--- config.mk ---
export PLATFORM = sky130hd
export DESIGN_NAME = pnce_ram
export DESIGN_NICKNAME = d
export VERILOG_FILES = /design/src/rtl/pixel_neighbor_curvature_edges_defines.svh /design/src/rtl/pnce_ram.sv
export SDC_FILE = /design/constraint.sdc
export NUM_CORES = 1
export LEC_CHECK = 0
export BUFFER_PORTS_ARGS = -buffer_cell sky130_fd_sc_hd__buf_2
export CORE_MARGIN = 2
export CORE_UTILIZATION = 50
export CTS_CLUSTER_DIAMETER = 80
export DETAILED_ROUTE_END_ITERATION = 7
export PLACE_DENSITY = 0.77
export SLEW_MARGIN = 20
export SYNTH_ARGS = -nofsm -noshare
export SYNTH_HDL_FRONTEND = slang
export SYNTH_SLANG_ARGS = --single-unit
--- constraint.sdc ---
create_clock -name aclk -period 2.4 [get_ports aclk]
set_input_delay 0.48 -clock aclk [delete_from_list [all_inputs] [get_ports aclk]]
set_output_delay 0.48 -clock aclk [all_outputs]
set_load 0.03 [all_outputs]
--- src/rtl/pixel_neighbor_curvature_edges_defines.svh ---
// Assertion macros for the pixel neighbor curvature edge builder.
// Used by the top level only; needs aclk and aresetn in scope.
`ifndef PIXEL_NEIGHBOR_CURVATURE_EDGES_DEFINES_SVH
`define PIXEL_NEIGHBOR_CURVATURE_EDGES_DEFINES_SVH

// same-cycle implication
`define PNCE_ASSERT_IMPL(label, a, b) \
    label: assert property (@(posedge aclk) disable iff (!aresetn) (a) |-> (b)) \
        else $error("pnce assertion failed");

// next-cycle implication
`define PNCE_ASSERT_NEXT(label, a, b) \
    label: assert property (@(posedge aclk) disable iff (!aresetn) (a) |=> (b)) \
        else $error("pnce assertion failed");

`endif

--- src/rtl/pnce_ram.sv ---
// Generic single-port RAM with registered read.
// No dependencies.
module pnce_ram #(
    parameter int WIDTH = 8,
    parameter int DEPTH = 16
) (
    input  logic                     aclk,
    input  logic                     we,
    input  logic [$clog2(DEPTH)-1:0] addr,
    input  logic [WIDTH-1:0]         wdata,
    output logic [WIDTH-1:0]         rdata
);
    logic [WIDTH-1:0] mem [DEPTH];

    always_ff @(posedge aclk) begin
        if (we) begin
            mem[addr] <= wdata;
        end
        rdata <= mem[addr];
    end
endmodule

# Word-level counts from Yosys, hierarchy flattened
# Memories as Yosys holds them, arrays and structs flattened. A register that Yosys moved wholly into a read port is not among the register bits.
# Cells that the tools add are included.
# W data, S select, Z words.
# op_classes
muxes	2
# ops
cell	n
$mux W1	2
# word_totals
ff_bits	0
output_inout_bits	8
mem_bits_rw	128
word_cells	3
mem_count	1
# mem_list
name	depth	word_bits	rd	rd_ports_with_merged_regs	write_ports	line	source
mem	16	8	1	1	1	pnce_ram.sv:13	logic [WIDTH-1:0] mem [DEPTH];

# Logic depth before layout (Yosys ltp)
# logic_depth
depth_word	2
depth_mapped	5
depth_no_buf	3

# Least setup slack after synthesis
# Ideal clock, no wire load.
# synth_path
kind	input to register
from	in addr[2]
to	mem mem[0][0], enable pin
t_arrival_ns	1.590
slack_ns	0.427
t_required_ns	2.017
setup_ns	0.383
path_buffers	0
cell_stages	2
path_cell_list	or3b_2 > nor3_1
# synth_rtl
item	line	source
from (decl)	pnce_ram.sv:9	input logic [$clog2(DEPTH)-1:0] addr,
to (decl)	pnce_ram.sv:13	
# Straight into the memory's write port.

# Worst setup path in the final report
# layout_path
from	reg rdata[3] (read register of mem)
to	out rdata[3]
# layout_rtl
item	line	source
from (decl)	pnce_ram.sv:11	output logic [WIDTH-1:0] rdata
# No word-level cell between the ends.

==> qor.txt <==
status: completed
fin crit period: 1.55 ns
Total Routed Length: 9.74 mm
ant diodes: 0
post-synthesis mux area share: 14.2%
Mean Syn Cell Area: 22.0 sq um
Final Cycle Share: 64.8%
Slowest cell on crit path: dfxtp_1
P_leak: 2.06 nW
Ys Warns: 0
cell family with most CP delay: flip-flops
Adder-Cell Fraction of Synth Area: 0%
Post-Syn Area: 0.00507 sq mm
Seq/Total Area, Yosys: 79.0%
TritonRoute pass-1 iters: 4
top post-synthesis cells by area: edfxtp_1, mux4_2, dfxtp_1, a22oi_1, nor2_1
Post-synth ARST share: 0%
WP buf/inv: 1
Cells after Synth: 230
Clock transition at path regs: 0.06 ns
clock insertion delay at the later pin of the skew report: 0.53 ns
Hold Crit Class: in2reg
Die Y: 105 microns
final hold violation count: 0
postcts setup bufs: 0
clock skew: 0.00662 ns
vias per cell: 5.77
Startpoint Class: flop
Finished Layout Cells: 426
1st-iter DRT viols: 245
GRT Resource Usage Total: 19.6%
power density cells: 940 mW/mm^2
Yosys top cell by area: edfxtp_1
main combinational cell family by area after synthesis: multiplexers
Worst Path Max Fanout: 1
number of global-route vias before repair: 2,569
TNS Setup: 0 ns
post-route ant nets: 0
# port buffers: 21
Sink Count: 136
#FFs+latches synth: 136
row cnt: 36
Slew headroom: 54.7%
placer congestion estimate: 0.793
Setup Crit Path Kind: reg2out
post-synthesis xor/xnor area fraction: 0%
Critical Path End Type: output pin
largest net degree at the start of global routing: 30
total gr overflow: 0
H-tree depth: 4
max incr delay on CP: 0.34 ns
Num CTS Buffers: 17
via count: 2,457
TritonCTS clock tree: done
maximum buffer depth of the clock tree: 2
hold-fix buffers at CTS: 0
Required @ worst endpoint: 1.92 ns
Post-synth top flop: edfxtp_1
Post-synth top cells: edfxtp_1, mux4_2, a22oi_1, nor2_1, nand2_1
Data arrival, critical path: 1.07 ns
DRC Markers: 0
fin nets: 295
Core ar.: 0.00982 sq mm
layout cells sized above 1: 35.5%
Layout area overhead: 20.9%
RSZ-0062 raised after global routing: no
Synth Area in Simple Gates: 3.21%
most frequent cell after synthesis: edfxtp_1
placed cells: 395
Synth top area share: 75.9%
Setup-failing EPs final: 0
Clock Tree Root: clkbuf_8
WL/cell: 22.9 microns
syn_nets: 244
CTS resizes: 0
Post-DP HPWL: 6.18 mm
Slew @ Worst Pin: 0.678 ns
Max Fclk: 643 MHz
Synth Area in Compound Gates: 2.37%
Max IR drop VDD: 0.540 mV
initial antenna violation count: 0
first-pass GRT wire length: 15.1 mm
Synth cell types: 18
Initial Util: 51.6%
Die ar.: 0.0110 sq mm
number of synthesized flops with an enable pin: 128
overall die width: 105 microns
Max Cap Violations: 0
Slew Viols, Final: 0
CP cell instances: buf_2
Top Ports: 22
## flip-flops by register name (all words and copies together) (netlist names)
name	count
mem	128
rdata	8
## per-layer routing
| layer | share of wire [%] | vias up | GRT usage, % |
|---|---|---|---|
| met1 | 39 | 1261 | 24.6 |
| met4 | 2.8 | 0 | 8.86 |
| met5 | 0 | - | 0 |
| met2 | 51 | 107 | 31.5 |
| met3 | 6.7 | 22 | 6.30 |
| li1 | - | 1067 | - |
## per-stage QoR
stage / setup WS, ns / util, % / power [mW] / hold WS (ns) / cell area [sq um]
after floorplan: 0.427 / - / 2.89 / 0.579 / 5070
after global placement: 0.406 / 55.8 / 2.99 / 0.645 / 5480
after detailed placement: 0.354 / 55.8 / 3.00 / 0.664 / 5480
after CTS: 0.818 / 62.4 / 5.80 / 0.321 / 6130
after global routing: 0.811 / 62.4 / 5.92 / 0.336 / 6130
final: 0.846 / 62.4 / 5.76 / 0.340 / 6130
## cell type report
type	instances	area, sq um
Fill cell	655	3690
Clock inverter	13	228
Multi-Input combinational cell	83	1000
Clock buffer	18	418
Sequential cell	136	4000
Timing Repair Buffer	43	308
Tap cell	133	166
## cell usage in the layout, fill, tap and decap left out, types with 2 or more instances in the layout
cell | netlist | final
clkinv_1 | 0 | 2
buf_4 | 0 | 19
dfxtp_1 | 8 | 8
nand2b_1 | 2 | 2
bufinv_16 | 0 | 6
edfxtp_1 | 128 | 128
nor2b_1 | 2 | 2
nand3b_1 | 2 | 2
buf_12 | 0 | 3
a22oi_1 | 16 | 16
clkinv_4 | 0 | 4
mux4_2 | 32 | 32
nor3_1 | 4 | 4
clkbuf_16 | 0 | 16
nand2_1 | 9 | 9
nor2_1 | 13 | 13
buf_2 | 2 | 21
## path summary, 6_finish.rpt
kind / slack [ns] / cells after the start / from / end
hold reg to reg: 0.69 / 3 / mem[15][3] / rdata[3]
setup reg to reg: 1.07 / 3 / mem[15][5] / rdata[5]
setup / recovery: 0.85 / 1 / rdata[3] / rdata[3]
hold / removal: 0.34 / 1 / wdata[6] / mem[6][6]
## cells by family (layout without fill, tap and decap cells)
| logic type | after synthesis | after routing |
|---|---|---|
| compound gates | 16 | 16 |
| buf+inv | 11 | 74 |
| flops | 136 | 136 |
| mux | 32 | 32 |
| simple gates | 35 | 35 |
## power by group
| group | internal [mW] | switching (mW) |
|---|---|---|
| logic | 0.111 | 0.171 |
| registers | 2.66 | 0.0175 |
| clock network | 1.89 | 0.915 |
(Power assumes the default switching activity.)
